`src/rtl/nsc_pkg.sv`:
```
package nsc_pkg;

    localparam int MAX_FIELDS_DEF = 20;
    localparam int FIELD_MASK_W   = 20;
    localparam int QUEUE_DEPTH    = 2;
    localparam int HDR_COUNT      = 8;
    localparam int HDR_MAX_LEN    = 12;
    localparam int OUT_TDATA_W    = 48;

    localparam logic [7:0] CH_STAR  = 8'h2A;
    localparam logic [7:0] CH_COMMA = 8'h2C;
    localparam logic [7:0] CH_SPACE = 8'h20;

    localparam logic [3:0] TYPE_UNKNOWN = 4'd0;
    localparam logic [3:0] TYPE_PLSR_1  = 4'd1;
    localparam logic [3:0] TYPE_PLSR_2  = 4'd2;
    localparam logic [3:0] TYPE_PLSR_7  = 4'd3;
    localparam logic [3:0] TYPE_GGA     = 4'd4;
    localparam logic [3:0] TYPE_GSA     = 4'd5;
    localparam logic [3:0] TYPE_GSV     = 4'd6;
    localparam logic [3:0] TYPE_HDG     = 4'd7;
    localparam logic [3:0] TYPE_RMC     = 4'd8;

    // One classified byte as it travels from the front end to the back end.
    typedef struct packed {
        logic [7:0] ch;
        logic       last;
        logic       first;
        logic       was_done;
        logic       now_done;
        logic [3:0] stype;
        logic       is_star;
        logic       is_comma;
        logic       is_space;
        logic       hex_ok;
        logic [3:0] hex_val;
    } item_t;

    typedef struct packed {
        logic                    valid_res;
        logic                    checksum_ok;
        logic [7:0]              received_sum;
        logic [7:0]              computed_sum;
        logic [4:0]              field_count;
        logic [FIELD_MASK_W-1:0] field_mask;
        logic [3:0]              sentence_type;
    } result_t;

    typedef struct packed {
        logic valid;
        logic full;
    } queue_status_t;

    // Header text for header slot t (type t+1), padded with spaces to full length.
    function automatic logic [8*HDR_MAX_LEN-1:0] hdr_text(input logic [2:0] t);
        logic [8*HDR_MAX_LEN-1:0] txt;
        case (t)
            3'd0:    txt = "$PLSR,245,1,";
            3'd1:    txt = "$PLSR,245,2,";
            3'd2:    txt = "$PLSR,245,7,";
            3'd3:    txt = "$GPGGA,     ";
            3'd4:    txt = "$GPGSA,     ";
            3'd5:    txt = "$GPGSV,     ";
            3'd6:    txt = "$HCHDG,     ";
            3'd7:    txt = "$GPRMC,     ";
            default: txt = '0;
        endcase
        return txt;
    endfunction

    function automatic logic [3:0] hdr_len(input logic [2:0] t);
        logic [3:0] len;
        case (t)
            3'd0, 3'd1, 3'd2: len = 4'd12;
            default:          len = 4'd7;
        endcase
        return len;
    endfunction

    function automatic logic [7:0] hdr_char(input logic [2:0] t, input logic [3:0] pos);
        logic [8*HDR_MAX_LEN-1:0] txt;
        logic [7:0]               c;
        txt = hdr_text(t);
        c = 8'h00;
        if (pos < 4'(HDR_MAX_LEN)) begin
            c = txt[(HDR_MAX_LEN - 1 - int'(pos)) * 8 +: 8];
        end
        return c;
    endfunction

    // Lowest surviving header wins, reported as its sentence type.
    function automatic logic [3:0] first_alive(input logic [HDR_COUNT-1:0] alive);
        logic [3:0] r;
        r = TYPE_UNKNOWN;
        for (int i = HDR_COUNT - 1; i >= 0; i--) begin
            if (alive[i]) begin
                r = 4'(i + 1);
            end
        end
        return r;
    endfunction

    function automatic logic [4:0] want_count(input logic [3:0] stype);
        logic [4:0] n;
        case (stype)
            TYPE_PLSR_1: n = 5'd10;
            TYPE_PLSR_2: n = 5'd10;
            TYPE_PLSR_7: n = 5'd4;
            TYPE_GGA:    n = 5'd15;
            TYPE_GSA:    n = 5'd18;
            TYPE_GSV:    n = 5'd20;
            TYPE_HDG:    n = 5'd6;
            TYPE_RMC:    n = 5'd13;
            default:     n = 5'd0;
        endcase
        return n;
    endfunction

endpackage

```
`src/rtl/nsc_back.sv`:
```
module nsc_back #(
    parameter int MAX_FIELDS = nsc_pkg::MAX_FIELDS_DEF
) (
    input  logic             aclk,
    input  logic             aresetn,
    input  logic             q_valid,
    input  nsc_pkg::item_t   q_item,
    output logic             q_pop,
    output logic             m_tvalid,
    input  logic             m_tready,
    output nsc_pkg::result_t res
);

    localparam int MaskBits = (MAX_FIELDS < nsc_pkg::FIELD_MASK_W) ?
                              MAX_FIELDS : nsc_pkg::FIELD_MASK_W;

    logic                star_reg, star1;
    logic [7:0]          xor_reg, xor1;
    logic [4:0]          idx_reg, idx1, idx2;
    logic                ne_reg, ne1;
    logic [MaskBits-1:0] mask_reg, mask1, mask2;
    logic [7:0]          hv_reg, hv1;
    logic [1:0]          hd_reg, hd1;
    logic                bad_reg, bad1;
    logic                close1;
    logic                sum_ok;
    logic [3:0]          stype;
    logic [4:0]          count;
    nsc_pkg::result_t    res_next, res_reg;
    logic                valid_reg;

    function automatic logic [MaskBits-1:0] mark(input logic [MaskBits-1:0] m,
                                                 input logic ne, input logic [4:0] idx);
        logic [MaskBits-1:0] r;
        r = m;
        if (ne && ({1'b0, idx} < 6'(MaskBits))) begin
            r = m | (MaskBits'(1) << idx);
        end
        return r;
    endfunction

    function automatic logic [4:0] sat_inc(input logic [4:0] v);
        return (v == 5'd31) ? v : v + 5'd1;
    endfunction

    // A last byte waits in the queue while the previous result is still held.
    assign q_pop = q_valid && (!q_item.last || !valid_reg || m_tready);

    always_comb begin
        star1  = star_reg;
        xor1   = xor_reg;
        idx1   = idx_reg;
        ne1    = ne_reg;
        mask1  = mask_reg;
        hv1    = hv_reg;
        hd1    = hd_reg;
        bad1   = bad_reg;
        close1 = 1'b0;

        if (!q_item.first && !star_reg && !q_item.is_star) begin
            xor1 = xor_reg ^ q_item.ch;
        end

        if (star_reg) begin
            if (!q_item.is_space) begin
                if (q_item.was_done) begin
                    ne1 = 1'b1;
                end
                if (!q_item.hex_ok || hd_reg >= 2'd2) begin
                    bad1 = 1'b1;
                end else begin
                    hv1 = {hv_reg[3:0], q_item.hex_val};
                    hd1 = hd_reg + 2'd1;
                end
            end
        end else if (q_item.is_star) begin
            star1  = 1'b1;
            close1 = q_item.was_done;
        end else if (q_item.was_done) begin
            if (q_item.is_comma) begin
                close1 = 1'b1;
            end else if (!q_item.is_space) begin
                ne1 = 1'b1;
            end
        end

        if (close1) begin
            mask1 = mark(mask_reg, ne_reg, idx_reg);
            idx1  = sat_inc(idx_reg);
            ne1   = 1'b0;
        end

        // The open field is closed when the sentence ends.
        mask2 = q_item.now_done ? mark(mask1, ne1, idx1) : mask1;
        idx2  = q_item.now_done ? sat_inc(idx1) : idx1;

        stype  = q_item.now_done ? q_item.stype : nsc_pkg::TYPE_UNKNOWN;
        count  = q_item.now_done ? idx2 : 5'd0;
        sum_ok = star1 && !bad1 && (hd1 != 2'd0) && (hv1 == xor1);

        res_next               = '0;
        res_next.sentence_type = stype;
        res_next.field_mask    = q_item.now_done ? nsc_pkg::FIELD_MASK_W'(mask2) : '0;
        res_next.field_count   = count;
        res_next.computed_sum  = xor1;
        res_next.received_sum  = hv1;
        res_next.checksum_ok   = sum_ok;
        res_next.valid_res     = (stype != nsc_pkg::TYPE_UNKNOWN)
                              && (count == nsc_pkg::want_count(stype)) && sum_ok;
    end

    always_ff @(posedge aclk) begin
        if (!aresetn) begin
            star_reg <= 1'b0;
            xor_reg  <= '0;
            idx_reg  <= '0;
            ne_reg   <= 1'b0;
            mask_reg <= '0;
            hv_reg   <= '0;
            hd_reg   <= '0;
            bad_reg  <= 1'b0;
        end else if (q_pop) begin
            if (q_item.last) begin
                star_reg <= 1'b0;
                xor_reg  <= '0;
                idx_reg  <= '0;
                ne_reg   <= 1'b0;
                mask_reg <= '0;
                hv_reg   <= '0;
                hd_reg   <= '0;
                bad_reg  <= 1'b0;
            end else begin
                star_reg <= star1;
                xor_reg  <= xor1;
                idx_reg  <= idx1;
                ne_reg   <= ne1;
                mask_reg <= mask1;
                hv_reg   <= hv1;
                hd_reg   <= hd1;
                bad_reg  <= bad1;
            end
        end
    end

    always_ff @(posedge aclk) begin
        if (!aresetn) begin
            valid_reg <= 1'b0;
        end else if (q_pop && q_item.last) begin
            valid_reg <= 1'b1;
        end else if (m_tready) begin
            valid_reg <= 1'b0;
        end
    end

    always_ff @(posedge aclk) begin
        if (q_pop && q_item.last) begin
            res_reg <= res_next;
        end
    end

    assign m_tvalid = valid_reg;
    assign res      = res_reg;

endmodule

```
`config.mk`:
```
export PLATFORM = sky130hd
export DESIGN_NAME = nsc_back
export DESIGN_NICKNAME = d
export VERILOG_FILES = /design/src/rtl/nsc_pkg.sv /design/src/rtl/nsc_back.sv
export SDC_FILE = /design/constraint.sdc
export NUM_CORES = 1
export LEC_CHECK = 0
export BUFFER_PORTS_ARGS = -buffer_cell sky130_fd_sc_hd__buf_2
export CAP_MARGIN = 0
export CORE_ASPECT_RATIO = 1.4
export CORE_UTILIZATION = 51
export DETAILED_ROUTE_END_ITERATION = 12
export PLACE_DENSITY = 0.73
export SYNTH_ARGS = -nofsm -noshare
export SYNTH_HDL_FRONTEND = slang
export SYNTH_SLANG_ARGS = --single-unit
```
`constraint.sdc`:
```
create_clock -name aclk -period 2.89 [get_ports aclk]
set_clock_uncertainty 0.15 [all_clocks]
set_input_delay 0.7225 -clock aclk [delete_from_list [all_inputs] [get_ports aclk]]
set_output_delay 0.7225 -clock aclk [all_outputs]
set_load 0.01 [all_outputs]
```
==> results of run 1 <==
-- through the flow --
| stage | instances | total power, mW | util |
|---|---|---|---|
| 5_1_grt | 688 | 3.02 | 0.670 |
| 2_1_floorplan | 451 | 1.67 | - |
| 3_5_place_dp | 665 | 1.81 | 0.618 |
| 4_1_cts | 684 | 2.93 | 0.662 |
| 6_report | 688 | 2.92 | 0.670 |
| 3_3_place_gp | 665 | 1.80 | 0.618 |
-- synth_stat cells, types with 5 or more instances --
cell / count / share of area
a21oi_1: 18 / 0.019
inv_1: 10 / 0.0079
nor2_1: 57 / 0.045
a31oi_1: 14 / 0.018
nand2_1: 29 / 0.023
xor2_1: 10 / 0.018
mux2_2: 9 / 0.021
xnor2_1: 12 / 0.022
nor3_1: 9 / 0.0095
a221oi_1: 18 / 0.033
o21ai_0: 8 / 0.0084
dfxtp_1: 47 / 0.20
and2_1: 6 / 0.0079
nand3_1: 5 / 0.0053
a22oi_1: 18 / 0.028
nor4_1: 6 / 0.0079
clkbuf_1: 20 / 0.016
nor2b_1: 22 / 0.029
edfxtp_1: 47 / 0.30
ha_1: 13 / 0.034
-- cell type report --
type                    count  area (µm²)
inverters                  14        52.6
flip-flops and latches     94        2360
multi-input cells         315        2330
well taps                 107         134
repair buffers            142         892
clock buffers               9         225
fillers                   702        2980
clock inverters             7        55.1
-- where the power goes --
part	leakage, nW	internal, mW	switching, mW
combinational	1.47	0.152	0.213
clock	0.140	0.593	0.520
sequential	0.838	1.43	0.0105
-- kinds of logic (layout without fill, tap and decap cells) --
logic type               Yosys count  in the layout  synth area share
AO/OA/AOI/OAI                    101            101             0.152
buffers and inverters             42            172            0.0385
XOR/XNOR                          23             23            0.0441
flip-flops                        94             94             0.496
adder cells (fa/ha/maj)           13             13            0.0343
multiplexers                      17             17            0.0433
AND/OR/NAND/NOR                  161            161             0.192
-- routing by layer --
| layer | GRT usage | share of wire |
|---|---|---|
| met3 | 0.0375 | 0.053 |
| met5 | 0 | 0 |
| met1 | 0.246 | 0.36 |
| met2 | 0.478 | 0.54 |
| met4 | 0.172 | 0.047 |
-- timing repair --
item	in CTS	in global routing
hold endpoints to repair	0	0
buffers inserted	3	4
pin swaps	7	9
setup endpoints to repair	1	1
gates resized for setup	18	8
-- cells in the final DEF (no fill, tap or decap), drive strengths merged, types with 5 or more instances in the layout --
cell type	instances
o21ai	12
and2	6
inv	17
nor2b	22
xnor2	13
a22oi	19
nor4	7
xor2	10
edfxtp	47
dfxtp	47
mux2	12
nor2	60
nor4b	7
nor3	9
nand2	30
nand3	5
buf	142
mux2i	5
clkbuf	9
a21oi	20
a221oi	18
ha	13
a31oi	15
-- worst max-delay path: cells and delay by family, from the launching register on --
kind / cells / cell delay, ns
compound gates: 4 / 0.56
fa+ha+maj: 2 / 0.41
buf+inv: 2 / 0.22
flops: 1 / 0.37
mux: 2 / 0.49
simple gates: 2 / 0.42
-- how the worst min path moves through the flow --
stage,start,end,slack (ns),depth (start not counted)
2_1_floorplan,bad_reg,bad_reg,0.28,2
3_3_place_gp,bad_reg,bad_reg,0.30,2
3_5_place_dp,mask_reg[14],mask_reg[14],0.30,2
4_1_cts,mask_reg[14],mask_reg[14],0.32,2
5_1_grt,mask_reg[4],mask_reg[4],0.35,2
6_report,mask_reg[17],mask_reg[17],0.32,2
==> flow_summary.toml, run 1 <==
[setup_path]
path_class = "flop to flop"
crit_start = "idx_reg[0]"
cp.required_ns = 2.83
reg2reg_depth = 12
cp_cell_sequence = "ha_4, ha_4, or3b_4, mux2_4, mux2i_4, a21bo_2, buf_4, buf_4, o21a_2, nor2_1, o2111ai_2, a21oi_2"
cp_slowest_cell = "dfxtp_4"
crit_path_end = "res[46]"
r2r_slack_ns = 0.005
start_kind = "flop"
slowest_delay_ns = 0.37
cp_max_fo = 4
endpoint_kind = "flop"
r2r_start = "idx_reg[0]"
r2r_end = "res[46]"
cp.arrival_ns = 2.83

[synthesis]
synth-edff-count = 47
synthFlopType = "edfxtp_1"
ys_seq_area_frac = 0.496
synth-seq-cells = 94
synth_fp_nets = 492
synthCells = 451
ys_types = 64
avgSynthCellArea_um2 = 10.5
synth_warnings = 0
async_flop_share = 0
synth_area_um2 = 4740

[drt]
ant_nets = 0
drc = 0
drt_iter0_markers = 293
drt-pass1-iter-count = 5
via_per_inst = 5.87
wirelength_um = 11800
dr_total_vias = 4038
wl_per_cell_um = 17.1

[sta]
fin_crit_ns = 2.89
rsz0062_at_grt = "true"
hold_viol = 0
finalSetupTns_ns = 0
finalMaxSlewViolations = 0
setup_ws_ns = 0.00483
finalCritPeriodShare = 0.998
timing.slew.headroom = 0.646
setup_viol = 0
worst_pin_slew_ns = 0.525
fmax_mhz = 347
holdWs_ns = 0.318

[clocking]
tritoncts = "done"
cts-root-buf = "clkbuf_16"
clock_path_buffers = 2
clock-sinks = 94
h-tree-depth = 3
cts_buffers = 9
clkLatencyLatePin_ns = 0.35
clk_pin_slew_ns = 0.06
holdBufCountCts = 0

[placed_design]
placed_cell_area_um2 = 5580
pre_cts_ws_ns = -0.245
finalWeightedCongestion = 0.895
dp_hpwl_um = 8610
io_buffer_count = 76

[floorplan]
initial_core_util = 0.525
die_area_um2 = 9690
std_cell_rows = 41
ioPinCount = 77
die_y_um = 116
die_w_um = 83.5
core-area_um2 = 9030

[run_status]
status = "finished clean"

[global_route]
grt_pass1_vias = 3933
gr-usage-all-layers = 0.248
grt_first_pass_wirelength_um = 18500
grt_overflow = 0
antenna_found_initial = 0
grt_max_degree = 30

[final_layout]
final_nets = 617
drive_above_1_share = 0.367
fin_area_um2 = 6050
diodes = 0
area_growth_pct = 27.6
largest_reg_flops = 47

[power]
powerDensity_nw_per_um2 = 482
vdd_ir_drop_max_mv = 0.382
leakagePower_nw = 2.45

[flow_run]
cap_viol_max_count = 0

[min_path]
hold_class = "flop to flop"
Power figures use the tool's default switching activity.
==> run 2, diff against run 1 <==
--- a/config.mk
+++ b/config.mk
@@ -7,8 +7,10 @@
 export LEC_CHECK = 0
 export BUFFER_PORTS_ARGS = -buffer_cell sky130_fd_sc_hd__buf_2
 export CAP_MARGIN = 0
+export CELL_PAD_IN_SITES_DETAIL_PLACEMENT = 1
+export CELL_PAD_IN_SITES_GLOBAL_PLACEMENT = 1
 export CORE_ASPECT_RATIO = 1.4
-export CORE_UTILIZATION = 51
+export CORE_UTILIZATION = 40
 export DETAILED_ROUTE_END_ITERATION = 12
 export PLACE_DENSITY = 0.73
 export SYNTH_ARGS = -nofsm -noshare
==> run 2 against run 1 <==
- the flow now finishes with violations (negative setup slack)
- setup slack got worse by 0.016 ns
- hold slack better by 0.0094 ns
- clock-buffer cell count unchanged
- critical path type unchanged
- critical endpoint unchanged
- largest cell class unchanged
==> flow_summary.toml, run 2 (synthesis gave the netlist of run 1 again) <==
[clocking]
cts-root-buf = "clkbuf_16"
cts_buffers = 9
h-tree-depth = 3
clk_pin_slew_ns = 0.07
tritoncts = "done"
clock_path_buffers = 2
clkLatencyLatePin_ns = 0.35
clock-sinks = 94

[drt]
via_per_inst = 5.46
ant_nets = 0
drt_iter0_markers = 167
drc = 0
dr_total_vias = 3932
wl_per_cell_um = 18.0
wirelength_um = 13000
drt-pass1-iter-count = 4

[placed_design]
io_buffer_count = 76
pre_cts_ws_ns = -0.163
dp_hpwl_um = 9530
finalWeightedCongestion = 0.882

[floorplan]
std_cell_rows = 46
die_y_um = 131
core-area_um2 = 11500
die_area_um2 = 12300
die_w_um = 94.0
ioPinCount = 77
initial_core_util = 0.414

[min_path]
min_to = "mask_reg[13]"
hold_class = "flop to flop"
hold_path_depth = 2
min_from = "mask_reg[13]"

[sta]
timing.slew.headroom = 0.455
fin_crit_ns = 2.90
setup_viol = 1
finalCritPeriodShare = 1.00
fmax_mhz = 345
worst_pin_slew_ns = 0.814
rsz0062_at_grt = "true"
finalMaxSlewViolations = 0
setup_ws_ns = -0.0115
hold_viol = 0

[global_route]
grt_max_degree = 49
grt_first_pass_wirelength_um = 21000
grt_overflow = 0
grt_pass1_vias = 4220
antenna_found_initial = 0
gr-usage-all-layers = 0.225

[power]
total_power_mw = 2.94
vdd_ir_drop_max_mv = 0.255
leakagePower_nw = 2.39
powerDensity_nw_per_um2 = 491

[final_layout]
multi_input_area_um2 = 2230
mostFrequentLayoutCells = "buf_2, buf_4, nor2_1, edfxtp_1, dfxtp_1"
area_growth_pct = 26.1
diodes = 0
final_nets = 612
utilization = 0.522
largest_reg_flops = 47
fill_cells = 1302
seq_area_um2 = 2350
final_common_cell = "buf_2"
drive_above_1_share = 0.339

[setup_path]
r2r_end = "res[46]"
path_class = "flop to flop"
r2r_slack_ns = -0.01
cp_max_fo = 4
r2r_start = "hd_reg[0]"
endpoint_kind = "flop"
cp.arrival_ns = 2.95
reg2reg_depth = 10
cp.required_ns = 2.94
start_kind = "flop"

[run_status]
violations = "negative setup slack"
status = "complete, but fails checks"

[flow_run]
cap_viol_max_count = 0
-- run 2: worst max path at each step --
stage / from / endpoint / slack [ns] / cells after the start
floorplan: idx_reg[1] / res[46] / 0.009 / 10
global placement: q_item[7] / res[46] / -0.11 / 10
detailed placement: q_item[7] / res[46] / -0.16 / 9
CTS: idx_reg[0] / res[46] / 0.005 / 10
global route: hd_reg[0] / res[46] / -0.17 / 10
finish: hd_reg[0] / res[46] / -0.01 / 10
-- run 2: through the flow --
| step | setup TNS [ns] | hold slack, ns | std cells | instance area (µm²) |
|---|---|---|---|---|
| finish | -0.0115 | 0.327 | 720 | 5980 |
| CTS | 0 | 0.327 | 720 | 5960 |
| floorplan | 0 | 0.282 | 451 | 4740 |
| global placement | -0.107 | 0.297 | 701 | 5650 |
| global route | -0.168 | 0.348 | 720 | 5980 |
| detailed placement | -0.569 | 0.310 | 701 | 5650 |
-- run 2: layout make-up --
| cell class | count | share of cell area |
|---|---|---|
| well taps | 144 | 0.0301 |
| clock buffers | 9 | 0.0377 |
| inverters | 14 | 0.00879 |
| multi-input cells | 315 | 0.373 |
| flip-flops and latches | 94 | 0.394 |
| clock inverters | 7 | 0.0103 |
| repair buffers | 137 | 0.146 |
-- run 2: per-layer routing --
layer  global-route usage  share of wire  up-vias
li1                     -              -     1892
met1                0.236           0.38     1918
met2                0.427           0.55       96
met3               0.0382          0.032       26
met4                0.114          0.033        0
met5                    0              0        -
-- run 2: critical path, cell delays in order (launching register included) --
cell	delay (ns)
dfxtp_1	0.41
inv_1	0.07
ha_1	0.21
nand4bb_4	0.27
nor2_8	0.14
xnor2_1	0.08
a2111oi_1	0.44
nand3_1	0.24
nor4_4	0.42
o2111ai_1	0.17
a21oi_1	0.14
-- run 2: repair_timing --
action | 4_1_cts | 5_1_grt
buffers inserted | 3 | 0
endpoints found under the setup margin | 1 | 5
gates cloned | 0 | 0
hold buffers | 0 | 0
endpoints found under the hold margin | 0 | 0
gates resized for setup | 3 | 3
pin swaps | 0 | 2
-- run 2: report_power, final --
part           switching, mW  internal (mW)
sequential            0.0104           1.43
clock                  0.540          0.600
combinational          0.211          0.145
total                  0.762           2.17
==> run 3, diff against run 2 <==
--- a/config.mk
+++ b/config.mk
@@ -10,9 +10,9 @@
 export CELL_PAD_IN_SITES_DETAIL_PLACEMENT = 1
 export CELL_PAD_IN_SITES_GLOBAL_PLACEMENT = 1
 export CORE_ASPECT_RATIO = 1.4
-export CORE_UTILIZATION = 40
+export CORE_UTILIZATION = 44
 export DETAILED_ROUTE_END_ITERATION = 12
-export PLACE_DENSITY = 0.73
+export PLACE_DENSITY = 0.77
 export SYNTH_ARGS = -nofsm -noshare
 export SYNTH_HDL_FRONTEND = slang
 export SYNTH_SLANG_ARGS = --single-unit
==> constraint.sdc (replaced) <==
create_clock -name aclk -period 2.8 [get_ports aclk]
set_clock_uncertainty 0.15 [all_clocks]
set_input_delay 0.7 -clock aclk [delete_from_list [all_inputs] [get_ports aclk]]
set_output_delay 0.7 -clock aclk [all_outputs]
set_load 0.01 [all_outputs]
==> run 3 against run 2 <==
- the flow still finishes with violations (negative setup slack)
- clock-buffer cell count is the same
- total power grew 5.5%
- flip-flop and latch count is the same
- clock power grew 6%
- register-to-register slack is essentially flat
- hold slack lost 0.0058 ns
- setup slack lost 0.014 ns
- core utilization grew 6.9 points
- sequential share of layout area shrank 0.96 points
- combinational power grew 13%
- non-clock buffer count grew 12
- critical path type unchanged
- largest cell class unchanged
==> flow_summary.toml, run 3 (synthesis gave the netlist of run 1 again) <==
[sta]
setup_viol = 1
setup_ws_ns = -0.0257
finalSetupTns_ns = -0.0257
hold_viol = 0
timing.slew.headroom = 0.586
finalCritPeriodShare = 1.01
fin_crit_ns = 2.83
fmax_mhz = 354
worst_pin_slew_ns = 0.616
finalMaxSlewViolations = 0
rsz0062_at_grt = "true"

[global_route]
grt_first_pass_wirelength_um = 21700
antenna_found_initial = 0
grt_max_degree = 30
grt_pass1_vias = 4308
grt_overflow = 0
gr-usage-all-layers = 0.249

[setup_path]
endpoint_kind = "flop"
cp.arrival_ns = 2.89
worst-path-buf-inv = 0
crit_path_end = "res[46]"
reg2reg_depth = 10
r2r_start = "idx_reg[0]"
cp_cell_sequence = "ha_4, ha_4, or3b_4, mux2_4, mux2i_4, a21bo_2, mux2_4, o22ai_2, o2111ai_1, a21oi_1"
slowest_delay_ns = 0.39
cp_slowest_cell = "or3b_4"
path_class = "flop to flop"
start_kind = "flop"
r2r_slack_ns = -0.03
cp_top_family = "multiplexers"
r2r_end = "res[46]"
cp.required_ns = 2.86
crit_start = "idx_reg[0]"
cp_max_fo = 5
critical_path_depth = 10

[power]
powerDensity_nw_per_um2 = 504
leakagePower_nw = 2.47
vdd_ir_drop_max_mv = 0.328

[drt]
drc = 0
wirelength_um = 13800
drt_iter0_markers = 174
dr_total_vias = 4075
via_per_inst = 5.61
wl_per_cell_um = 19.0
ant_nets = 0
drt-pass1-iter-count = 6

[final_layout]
diodes = 0
final_nets = 624
utilization = 0.591
mostFrequentLayoutCells = "buf_2, buf_4, nor2_1, edfxtp_1, dfxtp_1"
final_cells = 726
final_common_cell = "buf_2"
drive_above_1_share = 0.379
largest_reg_flops = 47
fill_cells = 1148
area_growth_pct = 29.7

[floorplan]
ioPinCount = 77
std_cell_rows = 44
die_y_um = 125
die_area_um2 = 11200
die_w_um = 89.7
core-area_um2 = 10400
initial_core_util = 0.456

[placed_design]
io_buffer_count = 76
finalWeightedCongestion = 0.908
pre_cts_ws_ns = -0.259
dp_hpwl_um = 9570
placed_cells = 705

[clocking]
clk_pin_slew_ns = 0.08
clock_path_buffers = 2
cts_buffers = 9
tritoncts = "done"
clkLatencyLatePin_ns = 0.36
h-tree-depth = 3
cts-root-buf = "clkbuf_16"
clock-sinks = 94

[run_status]
status = "complete, but fails checks"
violations = "negative setup slack"

[flow_run]
cap_viol_max_count = 0

[min_path]
hold_class = "flop to flop"
-- run 3: tightest hold or removal path, delay by kind of cell, from the launching register on --
| kind | cells | cell delay (ns) |
|---|---|---|
| AOI/OAI and AO/OA | 1 | 0.04 |
| DFF | 1 | 0.33 |
| and+or+nand+nor | 1 | 0.07 |
-- run 3: through the flow --
stage          hold slack [ns]  total power [mW]  cell area, µm²
6_report                 0.322              3.10            6150
5_1_grt                  0.344              3.18            6150
4_1_cts                  0.320              3.10            6090
3_5_place_dp             0.304              1.89            5700
3_3_place_gp             0.297              1.88            5700
2_1_floorplan            0.282              1.72            4760
-- run 3: what timing repair did --
item	CTS	global route
gates resized for setup	13	8
buffers inserted	3	2
setup endpoints to repair	2	5
hold buffers	0	0
pin swaps	13	6
-- run 3: area by class of cell --
class	instances	area (µm²)	area share
Clock inverter	7	66.3	0.0108
Multi-Input combinational cell	315	2330	0.378
Clock buffer	9	225	0.0366
Sequential cell	94	2360	0.384
Timing Repair Buffer	149	945	0.154
Tap cell	138	173	0.0281
Inverter	14	52.6	0.00855
-- run 3: worst min path at each step --
| stage | start | endpoint | slack (ns) | cells past startpoint |
|---|---|---|---|---|
| 5_1_grt | mask_reg[16] | mask_reg[16] | 0.34 | 2 |
| 2_1_floorplan | bad_reg | bad_reg | 0.28 | 2 |
| 3_3_place_gp | mask_reg[11] | mask_reg[11] | 0.30 | 2 |
| 6_report | mask_reg[4] | mask_reg[4] | 0.32 | 2 |
| 4_1_cts | mask_reg[4] | mask_reg[4] | 0.32 | 2 |
| 3_5_place_dp | mask_reg[4] | mask_reg[4] | 0.30 | 2 |
-- run 3: routing by layer --
metal / GRT usage / routed length (µm) / vias up / share of wire
li1: - / - / 1906 / -
met1: 0.260 / 5140 / 2010 / 0.37
met2: 0.483 / 7730 / 123 / 0.56
met3: 0.0409 / 472 / 36 / 0.034
met4: 0.107 / 445 / 0 / 0.032
met5: 0 / 0 / - / 0
-- run 3: power breakdown --
group          internal, mW  switching [mW]  total, mW
Sequential             1.47          0.0125       1.49
Clock                 0.624           0.585       1.21
Combinational         0.169           0.232      0.402
